[config.mk]
export PLATFORM = sky130hd
export DESIGN_NAME = ibq_ctrl
export DESIGN_NICKNAME = d
export VERILOG_FILES = /design/src/design/ibq_pkg.sv /design/src/design/ibq_ctrl.sv
export SDC_FILE = /design/constraint.sdc
export NUM_CORES = 1
export LEC_CHECK = 0
export BUFFER_PORTS_ARGS = -buffer_cell sky130_fd_sc_hd__buf_2
export CORE_ASPECT_RATIO = 0.6
export CORE_MARGIN = 2
export CORE_UTILIZATION = 53
export CTS_CLUSTER_DIAMETER = 80
export DETAILED_ROUTE_END_ITERATION = 16
export PLACE_DENSITY = 0.87
export SETUP_SLACK_MARGIN = 0.4
export SYNTH_ARGS = -nofsm -noshare
export SYNTH_HDL_FRONTEND = slang
export SYNTH_SLANG_ARGS = --single-unit
[constraint.sdc]
create_clock -name clk -period 4.18 [get_ports clk]
set_input_delay 1.254 -clock clk [delete_from_list [all_inputs] [get_ports clk]]
set_output_delay 1.254 -clock clk [all_outputs]
set_load 0.02 [all_outputs]
[src/design/ibq_pkg.sv]
`timescale 1ns / 1ps
// ----------------------------------------------------------------------------
// ibq_pkg
// shared types and constants of the imu biquad filter chain
// ----------------------------------------------------------------------------
package ibq_pkg;

  localparam int AXES_DEF         = 3;
  localparam int SAMPLE_WIDTH_DEF = 32;
  localparam int COEF_FRAC_DEF    = 30;

  localparam int LANES      = 3;
  localparam int STAGES     = 7;
  localparam int COEF_COUNT = 35;
  localparam int HIST_DEPTH = 3;
  localparam int DLY_DEPTH  = STAGES * LANES * 2;
  localparam int IDX_W      = 6;

  localparam logic [30:0] SHOCK_RESET = 31'd524288;

  localparam logic [1:0] REQ_SAMPLE   = 2'd0;
  localparam logic [1:0] REQ_COEF     = 2'd1;
  localparam logic [1:0] REQ_RESTART  = 2'd2;
  localparam logic [1:0] REQ_RESERVED = 2'd3;

  localparam logic [1:0] ACC_D1   = 2'd0;
  localparam logic [1:0] ACC_D2   = 2'd1;
  localparam logic [1:0] ACC_SUB  = 2'd2;
  localparam logic [1:0] ACC_TERM = 2'd3;

  localparam logic [2:0] STG_GYRO_LAST   = 3'd4;
  localparam logic [2:0] STG_ACCEL_FIRST = 3'd5;
  localparam logic [2:0] STG_ACCEL_LAST  = 3'd6;

  typedef struct packed {
    logic [1:0]         req_type;
    logic signed [31:0] gyro_x;
    logic signed [31:0] gyro_y;
    logic signed [31:0] gyro_z;
    logic signed [31:0] accel_x;
    logic signed [31:0] accel_y;
    logic signed [31:0] accel_z;
    logic [5:0]         coef_addr;
    logic signed [31:0] coef_value;
  } ibq_req_t;

  typedef struct packed {
    logic signed [31:0] gyro_x_out;
    logic signed [31:0] gyro_y_out;
    logic signed [31:0] gyro_z_out;
    logic signed [31:0] accel_x_out;
    logic signed [31:0] accel_y_out;
    logic signed [31:0] accel_z_out;
    logic               raw_echo;
  } ibq_res_t;

  typedef struct packed {
    logic             capture;
    logic             coef_wr;
    logic             restart;
    logic             coef_rd;
    logic [IDX_W-1:0] coef_idx;
    logic             dly_rd;
    logic             dly_wr;
    logic [IDX_W-1:0] dly_idx;
    logic             latch_d1;
    logic             latch_d2;
    logic             mul_lo;
    logic             mul_hi;
    logic             mul_src_y;
    logic [1:0]       acc_op;
    logic             y_load;
    logic             x_from_y;
    logic             g_init;
    logic             a_init;
    logic             bypass;
    logic             axis_end;
    logic             active;
    logic             out_load;
    logic             echo_load;
  } ibq_cmd_t;

endpackage

[src/design/ibq_ctrl.sv]
`timescale 1ns / 1ps
// ----------------------------------------------------------------------------
// ibq_ctrl
// sequencer: walks axes, stages and the twelve steps of one biquad
// ----------------------------------------------------------------------------
module ibq_ctrl #(
  parameter int AXES = ibq_pkg::AXES_DEF
) (
  input  logic            clk,
  input  logic            rst,
  input  logic            req_valid,
  input  logic [1:0]      req_type,
  output logic            req_ready,
  output logic            res_valid,
  input  logic            res_ready,
  output ibq_pkg::ibq_cmd_t cmd
);
  import ibq_pkg::*;

  localparam logic [2:0] ST_IDLE     = 3'd0;
  localparam logic [2:0] ST_AX_START = 3'd1;
  localparam logic [2:0] ST_RUN      = 3'd2;
  localparam logic [2:0] ST_A_INIT   = 3'd3;
  localparam logic [2:0] ST_AX_END   = 3'd4;
  localparam logic [2:0] ST_OUT      = 3'd5;
  localparam logic [2:0] ST_ECHO     = 3'd6;

  localparam logic [3:0] STEP_LAST = 4'd11;

  logic [2:0] state, state_next;
  logic [3:0] step;
  logic [2:0] stage;
  logic [1:0] ax;
  logic [1:0] hist_count;
  logic       started;
  logic       accept;
  logic       out_free;
  logic       ax_active;
  logic [2:0] ksel;

  assign req_ready = (state == ST_IDLE);
  assign accept    = req_valid && req_ready;
  assign out_free  = !res_valid || res_ready;
  assign ax_active = (32'(ax) < AXES);

  always_comb begin
    state_next = state;
    case (state)
      ST_IDLE: begin
        if (accept && req_type == REQ_SAMPLE) begin
          state_next = started ? ST_AX_START : ST_ECHO;
        end
      end
      ST_AX_START: state_next = ax_active ? ST_RUN : ST_AX_END;
      ST_RUN: begin
        if (step == STEP_LAST) begin
          if (stage == STG_GYRO_LAST) state_next = ST_A_INIT;
          else if (stage == STG_ACCEL_LAST) state_next = ST_AX_END;
        end
      end
      ST_A_INIT: state_next = ST_RUN;
      ST_AX_END: state_next = (ax == 2'(LANES - 1)) ? ST_OUT : ST_AX_START;
      ST_OUT:    if (out_free) state_next = ST_IDLE;
      ST_ECHO:   if (out_free) state_next = ST_IDLE;
      default:   state_next = ST_IDLE;
    endcase
  end

  always_ff @(posedge clk) begin
    if (rst) begin
      state      <= ST_IDLE;
      step       <= '0;
      stage      <= '0;
      ax         <= '0;
      hist_count <= '0;
      started    <= 1'b0;
      res_valid  <= 1'b0;
    end else begin
      state <= state_next;
      if ((state == ST_OUT || state == ST_ECHO) && out_free) res_valid <= 1'b1;
      else if (res_ready) res_valid <= 1'b0;
      case (state)
        ST_IDLE: begin
          ax <= '0;
          if (accept && req_type == REQ_RESTART) begin
            hist_count <= '0;
            started    <= 1'b0;
          end
        end
        ST_AX_START: begin
          stage <= '0;
          step  <= '0;
        end
        ST_RUN: begin
          if (step == STEP_LAST) begin
            step  <= '0;
            stage <= stage + 3'd1;
          end else begin
            step <= step + 4'd1;
          end
        end
        ST_A_INIT: begin
          stage <= STG_ACCEL_FIRST;
          step  <= '0;
        end
        ST_AX_END: ax <= ax + 2'd1;
        ST_OUT: begin
          if (out_free) begin
            if (32'(hist_count) < HIST_DEPTH) hist_count <= hist_count + 2'd1;
          end
        end
        ST_ECHO: begin
          if (out_free) begin
            started    <= 1'b1;
            hist_count <= 2'd1;
          end
        end
        default: ;
      endcase
    end
  end

  always_comb begin
    cmd       = '0;
    ksel      = '0;
    cmd.capture = accept;
    cmd.coef_wr = accept && (req_type == REQ_COEF);
    cmd.restart = accept && (req_type == REQ_RESTART);
    cmd.bypass  = (32'(hist_count) < HIST_DEPTH);
    cmd.active  = ax_active;
    case (state)
      ST_AX_START: cmd.g_init = ax_active;
      ST_A_INIT:   cmd.a_init = 1'b1;
      ST_AX_END:   cmd.axis_end = 1'b1;
      ST_OUT:      cmd.out_load = out_free;
      ST_ECHO:     cmd.echo_load = out_free;
      ST_RUN: begin
        case (step)
          4'd0: begin
            cmd.coef_rd = 1'b1;
            cmd.dly_rd  = 1'b1;
          end
          4'd1: begin
            cmd.dly_rd   = 1'b1;
            ksel         = 3'd1;
            cmd.latch_d1 = 1'b1;
            cmd.mul_lo   = 1'b1;
          end
          4'd2: begin
            cmd.latch_d2 = 1'b1;
            cmd.mul_hi   = 1'b1;
            cmd.acc_op   = ACC_D1;
            cmd.coef_rd  = 1'b1;
            ksel         = 3'd1;
          end
          4'd3: begin
            cmd.y_load = 1'b1;
            cmd.mul_lo = 1'b1;
          end
          4'd4: begin
            cmd.mul_hi  = 1'b1;
            cmd.acc_op  = ACC_D2;
            cmd.coef_rd = 1'b1;
            ksel        = 3'd3;
          end
          4'd5: begin
            cmd.mul_lo    = 1'b1;
            cmd.mul_src_y = 1'b1;
          end
          4'd6: begin
            cmd.mul_hi    = 1'b1;
            cmd.mul_src_y = 1'b1;
            cmd.acc_op    = ACC_SUB;
            cmd.coef_rd   = 1'b1;
            ksel          = 3'd2;
          end
          4'd7: begin
            cmd.dly_wr = 1'b1;
            cmd.mul_lo = 1'b1;
          end
          4'd8: begin
            cmd.mul_hi  = 1'b1;
            cmd.acc_op  = ACC_TERM;
            cmd.coef_rd = 1'b1;
            ksel        = 3'd4;
          end
          4'd9: begin
            cmd.mul_lo    = 1'b1;
            cmd.mul_src_y = 1'b1;
          end
          4'd10: begin
            cmd.mul_hi    = 1'b1;
            cmd.mul_src_y = 1'b1;
            cmd.acc_op    = ACC_SUB;
          end
          4'd11: begin
            cmd.dly_wr   = 1'b1;
            ksel         = 3'd1;
            cmd.x_from_y = 1'b1;
          end
          default: ;
        endcase
      end
      default: ;
    endcase
    cmd.coef_idx = IDX_W'(stage) * IDX_W'(5) + IDX_W'(ksel);
    cmd.dly_idx  = (IDX_W'(stage) * IDX_W'(LANES) + IDX_W'(ax)) * IDX_W'(2)
                   + IDX_W'(ksel[0]);
  end

endmodule

==> metrics.md, run 1 <==
| Metric | Value |
|---|---|
| CP peak stage delay | 0.39 ns |
| Count of state elements after synthesis | 16 |
| Hold-fix buffers, CTS | 0 |
| Share of cells above drive strength 1 | 33.1% |
| Share of synthesized area occupied by flip-flops and latches | 19.6% |
| Area growth from synthesis to final layout | 28.5% |
| Setup crit start kind | flip-flop |
| Clock sink count | 16 |
| Clock buffer count from CTS | 3 |
| Area of the mapped netlist | 1630 um2 |
| Normalized max-slew margin | 66.2% |
| Overall overflow remaining after global route | 0 |
| Die span in x | 75.7 um |
| Number of DRC markers in iteration 0 | 109 |
| Detailed-routing iteration count for the pre-antenna-repair pass | 4 |
| Run status | finished, final reports clean |
| Worst Path Required | 2.93 ns |
| Maximum fanout encountered on the critical timing path | 5 |
| Count of final setup violators | 0 |
| Htree depth | 1 |
| Maximum clock insertion buffer count | 2 |
| Critical path's slowest cell | sky130_fd_sc_hd__dfxtp_4 |
| CTS tree | yes |
| Start-to-end type of the worst setup path | flip-flop to primary output |
| Starting density of the core | 56.2% |
| Commonest cells after routing, fill and taps aside | sky130_fd_sc_hd__buf_2 (38), sky130_fd_sc_hd__a21oi_1 (18), sky130_fd_sc_hd__nor2_1 (17), sky130_fd_sc_hd__ha_1 (17), sky130_fd_sc_hd__inv_1 (16) |
| First-pass GRT wire length | 6060 um |
| Fmax | 265 MHz |
| # diodes | 0 |
| Total of max-cap violations | 0 |
| Cell count after synthesis | 204 |
| Power share of the clock group | 15.1% |
| Endpoint type of the worst setup path | primary output |
| DRC violations left | 0 |
| Capturing point of the worst reg2reg path | state[1]$_SDFFE_PP0P_ |
| Worst Hold End | hist_count[1]$_SDFFE_PP0P_ |
| Routability congestion estimate | 0.883 |
| Switching power as a share of total power | 48.2% |
| Time the final worst path needs with I/O delays and setup | 3.77 ns |
| Half-perimeter wire length after detailed placement | 2710 um |
| Layer with the highest usage after global routing | met2 |
| Clock edge transition at the registers on the reported setup and hold paths | 0.07 ns |
| Power density normalized to cell area | 453 nW/um2 |
| Fin nets | 282 |
| Worst reg2reg setup slack | 2.33 ns |
| I/O pins | 42 |
| Mean post-synth cell area | 8.01 um2 |
| Depth of the worst hold-timing path | 1 |
| Count of flip-flops with a built-in enable after synthesis | 0 |
| Global Route met1 Usage | 33.8% |
| Leading area contributor after synthesis | sky130_fd_sc_hd__dfxtp_1 |
| Critical register-to-register path startpoint | stage[1]$_SDFFE_PP0P_ |
| Internal power | 493 uW |
| Accumulated negative setup slack | 0 ns |
| Clock network latency to the later pin of the worst-skew pair | 0.25 ns |
| Leading register cell type out of synthesis | sky130_fd_sc_hd__dfxtp_1 |
| Fraction of registers with async set/reset | 0% |
| PortBufs | 41 |
| Worst-margin pin slew | 0.506 ns |
| Number of global-route vias before repair | 1351 |
| GR Layer Usage met3 | 4.51% |
| Largest net degree at the start of global routing | 20 |
| Die Ht | 47.0 um |
| IR drop worst, VDD | 0.287 mV |
| Arrival time of data at the critical path endpoint | 2.52 ns |
| Area enclosed by the die boundary | 3560 um2 |
| Final wirelength | 4110 um |
| CP cell instances | inv_4 -> ha_4 -> nor3_4 -> nor3_2 -> a21oi_1 -> nor2_1 -> ha_2 -> ha_4 -> fa_2 -> a21o_1 -> a21o_1 -> buf_6 |
| Unrepaired setup endpoints after global routing | true |
| Area of the placeable core | 2910 um2 |
| Yosys warns | 0 |
| Most common cell after layout, fill and taps aside | sky130_fd_sc_hd__buf_2 |
| Sw Pwr | 459 uW |
| Share of the cycle needed by the critical path after routing | 90.2% |
| Class of the worst hold path | flip-flop to flip-flop |
| Cells taking the most area after synthesis | sky130_fd_sc_hd__dfxtp_1 (20%), sky130_fd_sc_hd__ha_1 (18%), sky130_fd_sc_hd__a21oi_1 (5.8%), sky130_fd_sc_hd__inv_1 (4.1%), sky130_fd_sc_hd__nor2_1 (4.1%) |
| Count of standard-cell rows | 15 |
| Remaining number of nets flagged by the antenna check after routing | 0 |
| Startpoint of the most critical hold path | hist_count[1]$_SDFFE_PP0P_ |
| Part of the power in combinational logic | 62.4% |
| Syn nets | 237 |
| Vias/cell | 5.59 |
| Leakage power total | 1.08 nW |
| Synth unique cells | 49 |
| R2R cell count | 6 |
| Flop pwr share | 22.5% |
| Root buffer cell | sky130_fd_sc_hd__clkbuf_8 |
| GRT Overall Usage | 22.7% |
| Post-route clock skew | 0.00102 ns |
| Count of pins over their slew limit | 0 |
| Via count | 1622 |
| Proportion of netlist area held by the largest area contributor | 19.6% |
| Initial antenna violation count | 0 |
| Routing usage on met2 | 35.0% |
| Wire length per cell | 14.2 um |
| Overall power of the completed layout | 951 uW |
| Number of hold violations in the final report | 0 |
-- critical path, delay by kind of cell, from the launching register on --
| family | cells | cell delay (ns) |
|---|---|---|
| AO/OA/AOI/OAI | 3 | 0.50 |
| adder cells (fa/ha/maj) | 4 | 0.87 |
| buffers and inverters | 2 | 0.19 |
| flip-flops | 1 | 0.39 |
| AND/OR/NAND/NOR | 3 | 0.30 |
-- sequential cells by signal, summed over array words and instances (netlist names) --
register    flops
state           3
started         1
stage           3
hist_count      2
res_valid       1
step            4
ax              2
-- cells by family (layout without fill, tap and decap cells) --
group           count (synthesis)  after routing  synth area share, %
flops                          16             16                 19.6
xor+xnor                        5              5                 2.68
fa+ha+maj                      27             27                 22.1
compound gates                 56             56                 22.3
buf+inv                        31             75                 8.96
simple gates                   68             68                 23.7
mux                             1              1                0.689
-- synth_stat cells (all sizes together), types with 4 or more instances --
cell type	n
nand2	9
buf	9
and2	5
nor2b	6
clkbuf	4
dfxtp	16
inv	18
a21o	5
o21ai	10
ha	24
a21oi	19
nand2b	4
nor3	8
nor2	18
-- routing by layer --
layer  routed length (um)  share of wire, %  up-vias
met2                 1770                43       60
met5                    0                 0        -
met4                   43               1.0        0
li1                     -                 -      808
met3                  281               6.8        6
met1                 2020                49      748
-- power by group through the flow --
stage	combinational (mW)	clock (mW)	sequential (mW)
floorplan	0.409	0	0.202
global placement	0.492	0	0.208
detailed placement	0.500	0	0.209
CTS	0.541	0.144	0.214
global route	0.655	0.151	0.218
finish	0.594	0.143	0.214
-- through the flow --
step	utilization [%]	hold slack [ns]	cells	worst slack, ns	cell area [um2]
2_1_floorplan	-	0.469	204	0.424	1630
3_3_place_gp	63.4	0.484	278	0.424	1840
5_1_grt	72.2	0.516	290	0.311	2100
4_1_cts	68.7	0.505	286	0.412	2000
3_5_place_dp	63.4	0.489	278	0.373	1840
6_report	72.2	0.504	290	0.409	2100
-- layout make-up --
| type | instances | area, um2 |
|---|---|---|
| well taps | 42 | 52.6 |
| clock buffers | 4 | 55.1 |
| repair buffers | 53 | 307 |
| fillers | 226 | 810 |
| inverters | 18 | 72.6 |
| multi-input cells | 157 | 1280 |
| flip-flops and latches | 16 | 332 |
-- how the worst max path moves through the flow --
stage	startpoint	slack (ns)	cells past startpoint	to
after global placement	state[0]$_SDFFE_PP0P_	0.42	8	cmd[29]
after CTS	step[0]$_SDFFE_PP0P_	0.41	10	cmd[29]
after global routing	step[0]$_SDFFE_PP0P_	0.31	12	cmd[29]
final	step[0]$_SDFFE_PP0P_	0.41	12	cmd[29]
after floorplan	state[1]$_SDFFE_PP0P_	0.42	9	cmd[29]
after detailed placement	state[0]$_SDFFE_PP0P_	0.37	8	cmd[29]
-- what timing repair did --
item                       4_1_cts  5_1_grt
pin swaps                        7        6
gates resized for setup         22       13
setup buffers                    4        4
setup endpoints to repair        4        3
(Power assumes the default switching activity.)
==> run 2, diff against run 1 <==
--- a/config.mk
+++ b/config.mk
@@ -7,7 +7,7 @@
 export LEC_CHECK = 0
 export BUFFER_PORTS_ARGS = -buffer_cell sky130_fd_sc_hd__buf_2
 export CORE_ASPECT_RATIO = 0.6
-export CORE_MARGIN = 2
+export CORE_MARGIN = 5
 export CORE_UTILIZATION = 53
 export CTS_CLUSTER_DIAMETER = 80
 export DETAILED_ROUTE_END_ITERATION = 16
==> run 2 against run 1 <==
Against the previous run:
- die area up 22%
- utilization down 1.6 points
- count of clock-buffer cells in the layout down 1
- critical path depth down 3
- wire length down 1.7%
- cell count down 0.34%
- first-iteration DRC count down 7.3%
- sequential share of layout area up 0.23 points
- worst setup slack better by 0.072 ns
- via count down 1.0%
- flip-flop and latch count unchanged
- fmax up 2.0%
==> metrics.md, run 2 (synthesis results as in run 1) <==
| Metric | Value |
|---|---|
| Run status | finished, final reports clean (unchanged) |
| Routability congestion estimate | 0.885 (was 0.883) |
| Maximum fanout encountered on the critical timing path | 4 (was 5) |
| Arrival time of data at the critical path endpoint | 2.44 ns (was 2.52 ns) |
| Worst hold slack across all endpoints | 0.508 ns (was 0.504 ns) |
| Clock sink count | 16 (unchanged) |
| Worst-margin pin slew | 0.564 ns (was 0.506 ns) |
| Die Ht | 53.0 um (was 47.0 um) |
| Flip-flop count of the largest register, all copies and words added | 4 (unchanged) |
| Half-perimeter wire length after detailed placement | 2890 um (was 2710 um) |
| Class of the worst hold path | flip-flop to flip-flop (unchanged) |
| Leakage power total | 1.07 nW (was 1.08 nW) |
| Endpoint type of the worst setup path | primary output (unchanged) |
| Area growth from synthesis to final layout | 25.7% (was 28.5%) |
| Remaining number of nets flagged by the antenna check after routing | 0 (unchanged) |
| Critical register-to-register path startpoint | stage[0]$_SDFFE_PP0P_ (was stage[1]$_SDFFE_PP0P_) |
| Largest net degree at the start of global routing | 20 (unchanged) |
| Fmax | 270 MHz (was 265 MHz) |
| Fill cell instance count of the final layout | 232 (was 226) |
| Clock buffer count from CTS | 3 (unchanged) |
| Commonest cells after routing, fill and taps aside | sky130_fd_sc_hd__buf_2 (39), sky130_fd_sc_hd__a21oi_1 (18), sky130_fd_sc_hd__ha_1 (18) (was sky130_fd_sc_hd__buf_2 (38), sky130_fd_sc_hd__a21oi_1 (18), sky130_fd_sc_hd__nor2_1 (17), sky130_fd_sc_hd__ha_1 (17), sky130_fd_sc_hd__inv_1 (16)) |
| Depth of the worst hold-timing path | 1 (unchanged) |
| Post-route clock skew | 0.00525 ns (was 0.00102 ns) |
| PortBufs | 41 (unchanged) |
| Total of max-cap violations | 0 (unchanged) |
| Hold-fix buffers, CTS | 0 (unchanged) |
| Detailed-routing iteration count for the pre-antenna-repair pass | 4 (unchanged) |
| Count of final setup violators | 0 (unchanged) |
| DRC violations left | 0 (unchanged) |
| Most common cell after layout, fill and taps aside | sky130_fd_sc_hd__buf_2 (unchanged) |
| Number of hold violations in the final report | 0 (unchanged) |
| Count of pins over their slew limit | 0 (unchanged) |
| R2R cell count | 6 (unchanged) |
| Vias/cell | 5.55 (was 5.59) |
| Via count | 1605 (was 1622) |
| CTS tree | yes (unchanged) |
| Placed cells | 278 (unchanged) |
| Worst setup slack after layout | 0.481 ns (was 0.409 ns) |
| Start-to-end type of the worst setup path | flip-flop to primary output (unchanged) |
| Overall power of the completed layout | 919 uW (was 951 uW) |
| Overall overflow remaining after global route | 0 (unchanged) |
| # diodes | 0 (unchanged) |
| Accumulated negative setup slack | 0 ns (unchanged) |
| Power density normalized to cell area | 448 nW/um2 (was 453 nW/um2) |
| Time the final worst path needs with I/O delays and setup | 3.70 ns (was 3.77 ns) |
| Normalized max-slew margin | 62.4% (was 66.2%) |
| Die span in x | 81.7 um (was 75.7 um) |
| Fin nets | 282 (unchanged) |
| Largest registers | step (4), stage (3), state (3) (unchanged) |
| Most flops, register | step (unchanged) |
| Unrepaired setup endpoints after global routing | true (unchanged) |
| Starting density of the core | 56.2% (unchanged) |
| Final wirelength | 4050 um (was 4110 um) |
| Number of global-route vias before repair | 1430 (was 1351) |
| Initial antenna violation count | 0 (unchanged) |
| Area enclosed by the die boundary | 4330 um2 (was 3560 um2) |
| Area of the placeable core | 2910 um2 (unchanged) |
| Capturing point of the worst reg2reg path | state[1]$_SDFFE_PP0P_ (unchanged) |
| Worst-case setup slack after placement | 0.365 ns (was 0.373 ns) |
| Worst Path Required | 2.93 ns (about the same) |
| Root buffer cell | sky130_fd_sc_hd__clkbuf_8 (unchanged) |
| Setup crit start kind | flip-flop (unchanged) |
| First-pass GRT wire length | 6670 um (was 6060 um) |
| Count of standard-cell rows | 15 (unchanged) |
| Number of DRC markers in iteration 0 | 101 (was 109) |
| I/O pins | 42 (unchanged) |
| Final Non-Filler Cells | 289 (was 290) |
| IR drop worst, VDD | 0.240 mV (was 0.287 mV) |
| Share of the cycle needed by the critical path after routing | 88.5% (was 90.2%) |
| Worst Hold End | hist_count[1]$_SDFFE_PP0P_ (unchanged) |
| GRT Overall Usage | 20.0% (was 22.7%) |
| Maximum clock insertion buffer count | 2 (unchanged) |
| Clock network latency to the later pin of the worst-skew pair | 0.25 ns (about the same) |
| Wire length per cell | 14.0 um (was 14.2 um) |
| Htree depth | 1 (unchanged) |
| Startpoint of the most critical hold path | hist_count[1]$_SDFFE_PP0P_ (unchanged) |
| Share of cells above drive strength 1 | 32.0% (was 33.1%) |
| Clock edge transition at the registers on the reported setup and hold paths | 0.06 ns (was 0.07 ns) |
| Worst reg2reg setup slack | 2.27 ns (was 2.33 ns) |
## run 2: cell types whose count changed in the layout (fill, tap and decap cells not counted)
cell and change:
sky130_fd_sc_hd__ha_2 +1, sky130_fd_sc_hd__nor3_2 -1, sky130_fd_sc_hd__dfxtp_4 -1, sky130_fd_sc_hd__ha_1 +1, sky130_fd_sc_hd__dfxtp_2 +1, sky130_fd_sc_hd__nor3_1 +1
sky130_fd_sc_hd__buf_2 +1, sky130_fd_sc_hd__ha_4 -2, sky130_fd_sc_hd__clkbuf_8 -1, sky130_fd_sc_hd__buf_4 -1
## run 2: through the flow
stage,utilization (%),area [um2]
2_1_floorplan,-,1630
3_3_place_gp,63.4,1840
3_5_place_dp,63.4,1840
4_1_cts,68.6,2000
5_1_grt,70.6,2050
6_report,70.6,2050
## run 2: what timing repair did
action                                  CTS  global route
gates resized for setup                  22             7
setup buffers                             5             3
endpoints found under the setup margin    4             3
pin swaps                                 2             9
cloned                                    0             0
## run 2: worst max-delay path by stage
| stage | end | start | slack, ns |
|---|---|---|---|
| 2_1_floorplan | cmd[29] | state[1]$_SDFFE_PP0P_ | 0.42 |
| 3_3_place_gp | cmd[29] | state[0]$_SDFFE_PP0P_ | 0.43 |
| 6_report | cmd[28] | state[1]$_SDFFE_PP0P_ | 0.48 |
| 5_1_grt | cmd[29] | step[0]$_SDFFE_PP0P_ | 0.38 |
| 4_1_cts | cmd[29] | step[1]$_SDFFE_PP0P_ | 0.41 |
| 3_5_place_dp | cmd[29] | state[1]$_SDFFE_PP0P_ | 0.37 |
## run 2: per-layer routing
metal  vias to the layer above  wire, um  global-route usage [%]
li1                        804         -                       -
met1                       723      1940                    28.7
met2                        72      1730                    30.0
met3                         6       354                    5.27
met4                         0        28                    3.87
met5                         -         0                       0
## run 2: area by class of cell
cell class	instances	area [um2]	share of cell area (%)
clock buffer	3	41.3	2.01
inverter	18	72.6	3.53
multi-input combinational	157	1250	61.1
sequential	16	329	16.0
tap	42	52.6	2.56
timing repair buffer	53	304	14.8
## run 2: critical path: stages (launching register included)
cell and delay [ns]:
sky130_fd_sc_hd__dfxtp_1 0.33, sky130_fd_sc_hd__or3b_4 0.42, sky130_fd_sc_hd__nor2_2 0.10, sky130_fd_sc_hd__and3_1 0.22, sky130_fd_sc_hd__ha_4 0.22, sky130_fd_sc_hd__ha_1 0.29, sky130_fd_sc_hd__a21o_1 0.18, sky130_fd_sc_hd__a21oi_2 0.15
sky130_fd_sc_hd__xnor2_1 0.12, sky130_fd_sc_hd__buf_4 0.16
## run 2: power by group
group          total (mW)  internal [mW]  switching, mW
Clock               0.117         0.0640         0.0535
Combinational       0.589          0.227          0.362
Sequential          0.213          0.180         0.0324
==> run 3, diff against run 2 <==
==> constraint.sdc (replaced) <==
create_clock -name clk -period 4.18 [get_ports clk]
set_input_delay 0.836 -clock clk [delete_from_list [all_inputs] [get_ports clk]]
set_output_delay 0.836 -clock clk [all_outputs]
set_load 0.02 [all_outputs]
==> run 3 against run 2 <==
Against the previous run:
- die area stayed put
- critical path type unchanged
- flip-flop and latch count did not move
- cell count is 2.8% lower
- clock skew increased by 0.0012 ns
- total power shrank 6.3%
- critical endpoint is now cmd[29]
==> metrics.md, run 3 (synthesis results as in run 1) <==
| Metric | Value |
|---|---|
| Run status | finished, final reports clean (unchanged) |
| Worst reg2reg setup slack | 2.24 ns (was 2.27 ns) |
| Half-perimeter wire length after detailed placement | 2930 um (was 2890 um) |
| Commonest cells after routing, fill and taps aside | sky130_fd_sc_hd__buf_2 (41), sky130_fd_sc_hd__ha_1 (24), sky130_fd_sc_hd__a21oi_1 (19) (was sky130_fd_sc_hd__buf_2 (39), sky130_fd_sc_hd__a21oi_1 (18), sky130_fd_sc_hd__ha_1 (18)) |
| Most common cell after layout, fill and taps aside | sky130_fd_sc_hd__buf_2 (unchanged) |
| CTS tree | yes (unchanged) |
| Count of pins over their slew limit | 0 (unchanged) |
| Vias/cell | 5.46 (was 5.55) |
| Class of the worst hold path | flip-flop to flip-flop (unchanged) |
| Initial antenna violation count | 0 (unchanged) |
| Flip-flop count of the largest register, all copies and words added | 4 (unchanged) |
| Share of the cycle needed by the critical path after routing | 86.7% (was 88.5%) |
| Overall overflow remaining after global route | 0 (unchanged) |
| R2R cell count | 6 (unchanged) |
| Maximum fanout encountered on the critical timing path | 6 (was 4) |
| DRC violations left | 0 (unchanged) |
| Arrival time of data at the critical path endpoint | 2.79 ns (was 2.44 ns) |
| Time the final worst path needs with I/O delays and setup | 3.62 ns (was 3.70 ns) |
| Fill cell instance count of the final layout | 263 (was 232) |
| Power density normalized to cell area | 455 nW/um2 (was 448 nW/um2) |
| CP peak stage delay | 0.42 ns (about the same) |
| Final wirelength | 3820 um (was 4050 um) |
| Number of global-route vias before repair | 1417 (was 1430) |
| Wire length per cell | 13.6 um (was 14.0 um) |
| Post-route clock skew | 0.00644 ns (was 0.00525 ns) |
| Critical path's slowest cell | sky130_fd_sc_hd__fa_1 (was sky130_fd_sc_hd__or3b_4) |
| GRT Overall Usage | 18.6% (was 20.0%) |
| Hold-fix buffers, CTS | 0 (unchanged) |
| Endpoint type of the worst setup path | primary output (unchanged) |
| Worst-margin pin slew | 0.482 ns (was 0.564 ns) |
| Depth of the worst hold-timing path | 1 (unchanged) |
| Setup crit start kind | flip-flop (unchanged) |
| Share of cells above drive strength 1 | 22.6% (was 32.0%) |
| Root buffer cell | sky130_fd_sc_hd__clkbuf_8 (unchanged) |
| Largest registers | step (4), stage (3), state (3) (unchanged) |
| # diodes | 0 (unchanged) |
| Family of cells with the greatest summed delay on the critical path | adder cells (was simple AND/OR/NAND/NOR gates) |
| Clock sink count | 16 (unchanged) |
| First-pass GRT wire length | 6220 um (was 6670 um) |
| Worst hold slack across all endpoints | 0.515 ns (was 0.508 ns) |
| Number of hold violations in the final report | 0 (unchanged) |
| Starting density of the core | 56.2% (unchanged) |
| Top cell by count, worst path | sky130_fd_sc_hd__ha_1 |
| CP cell instances | inv_1 -> ha_1 -> nor3_1 -> nor3_1 -> a21oi_1 -> nor2_1 -> ha_1 -> ha_1 -> fa_1 -> a21o_1 -> a21o_1 -> buf_2 (was or3b_4 -> nor2_2 -> and3_1 -> ha_4 -> ha_1 -> a21o_1 -> a21oi_2 -> xnor2_1 -> buf_4) |
| Leakage power total | 1.03 nW (was 1.07 nW) |
| Area of the placeable core | 2910 um2 (unchanged) |
| Count of standard-cell rows | 15 (unchanged) |
| Die span in x | 81.7 um (unchanged) |
| Accumulated negative setup slack | 0 ns (unchanged) |
| Critical register-to-register path startpoint | stage[1]$_SDFFE_PP0P_ (was stage[0]$_SDFFE_PP0P_) |
| PortBufs | 41 (unchanged) |
| Normalized max-slew margin | 67.8% (was 62.4%) |
| Worst Path Required | 3.34 ns (was 2.93 ns) |
| Htree depth | 1 (unchanged) |
| Post_cts resized | 0 (was 22) |
| Detailed-routing iteration count for the pre-antenna-repair pass | 5 (was 4) |
| Maximum clock insertion buffer count | 2 (unchanged) |
| Count of final setup violators | 0 (unchanged) |
| Clock buffer count from CTS | 3 (unchanged) |
| Unrepaired setup endpoints after global routing | false (was true) |
| FF/Latch Area | 320 um2 (was 329 um2) |
| Area growth from synthesis to final layout | 15.9% (was 25.7%) |
| Fmax | 276 MHz (was 270 MHz) |
| Largest net degree at the start of global routing | 20 (unchanged) |
| Clock edge transition at the registers on the reported setup and hold paths | 0.07 ns (was 0.06 ns) |
| Worst Hold End | hist_count[1]$_SDFFE_PP0P_ (unchanged) |
| Area enclosed by the die boundary | 4330 um2 (unchanged) |
| Start-to-end type of the worst setup path | flip-flop to primary output (unchanged) |
| Remaining number of nets flagged by the antenna check after routing | 0 (unchanged) |
| Number of DRC markers in iteration 0 | 135 (was 101) |
| Startpoint of the most critical hold path | hist_count[1]$_SDFFE_PP0P_ (unchanged) |
| Capturing point of the worst reg2reg path | state[1]$_SDFFE_PP0P_ (unchanged) |
| Clock network latency to the later pin of the worst-skew pair | 0.25 ns (about the same) |
| Most flops, register | step (unchanged) |
| Fin nets | 273 (was 282) |
| IR drop worst, VDD | 0.316 mV (was 0.240 mV) |
| Buf+Inv Stages, Crit Path | 2 (was 1) |
| Via count | 1535 (was 1605) |
| Fraction of the core area covered by cells at the end of the flow | 65.1% (was 70.6%) |
| # Post-CTS Setup Buffers | 0 (was 5) |
| I/O pins | 42 (unchanged) |
| Multi-input logic area | 1170 um2 (was 1250 um2) |
| Total of max-cap violations | 0 (unchanged) |
| Routability congestion estimate | 0.879 (was 0.885) |
| Die Ht | 53.0 um (unchanged) |
[run 3: power by group]
part           leakage (nW)  switching, mW  internal (mW)
logic                 0.869          0.330          0.184
registers             0.130         0.0293          0.177
clock network        0.0288         0.0559         0.0837
[run 3: worst max path at each step]
stage                               start       to  depth (start not counted)
global route         step[1]$_SDFFE_PP0P_  cmd[29]                         12
global placement    state[0]$_SDFFE_PP0P_  cmd[29]                          8
finish               step[0]$_SDFFE_PP0P_  cmd[29]                         12
floorplan           state[1]$_SDFFE_PP0P_  cmd[29]                          9
CTS                 state[0]$_SDFFE_PP0P_  cmd[29]                          8
detailed placement  state[0]$_SDFFE_PP0P_  cmd[29]                          8
[run 3: cell type report]
type                            count  area share [%]
Multi-Input combinational cell    157            61.8
Sequential cell                    16            16.9
Timing Repair Buffer               44            12.0
Inverter                           18            3.57
Clock buffer                        4            2.91
Tap cell                           42            2.78
[run 3: metrics by stage]
stage	instances	worst slack [ns]	area [um2]	power [mW]
2_1_floorplan	204	0.842	1630	0.611
3_3_place_gp	277	0.840	1840	0.704
3_5_place_dp	277	0.810	1840	0.714
4_1_cts	281	0.517	1890	0.859
5_1_grt	281	0.401	1890	0.932
6_report	281	0.557	1890	0.861
[run 3: worst register-to-register path, stage by stage, from the launching register on]
cell	delay (ns)
sky130_fd_sc_hd__dfxtp_1	0.41
sky130_fd_sc_hd__inv_1	0.14
sky130_fd_sc_hd__ha_1	0.24
sky130_fd_sc_hd__o21ai_0	0.11
sky130_fd_sc_hd__a22oi_1	0.35
sky130_fd_sc_hd__and2_1	0.22
sky130_fd_sc_hd__mux2_2	0.35
[run 3: metal layers]
layer	up-vias	track usage (%)	part of all wire, %
met5	-	0	0
met4	0	4.14	0.21
met3	2	4.25	6.3
met2	47	29.3	43
met1	700	25.7	50
li1	786	-	-
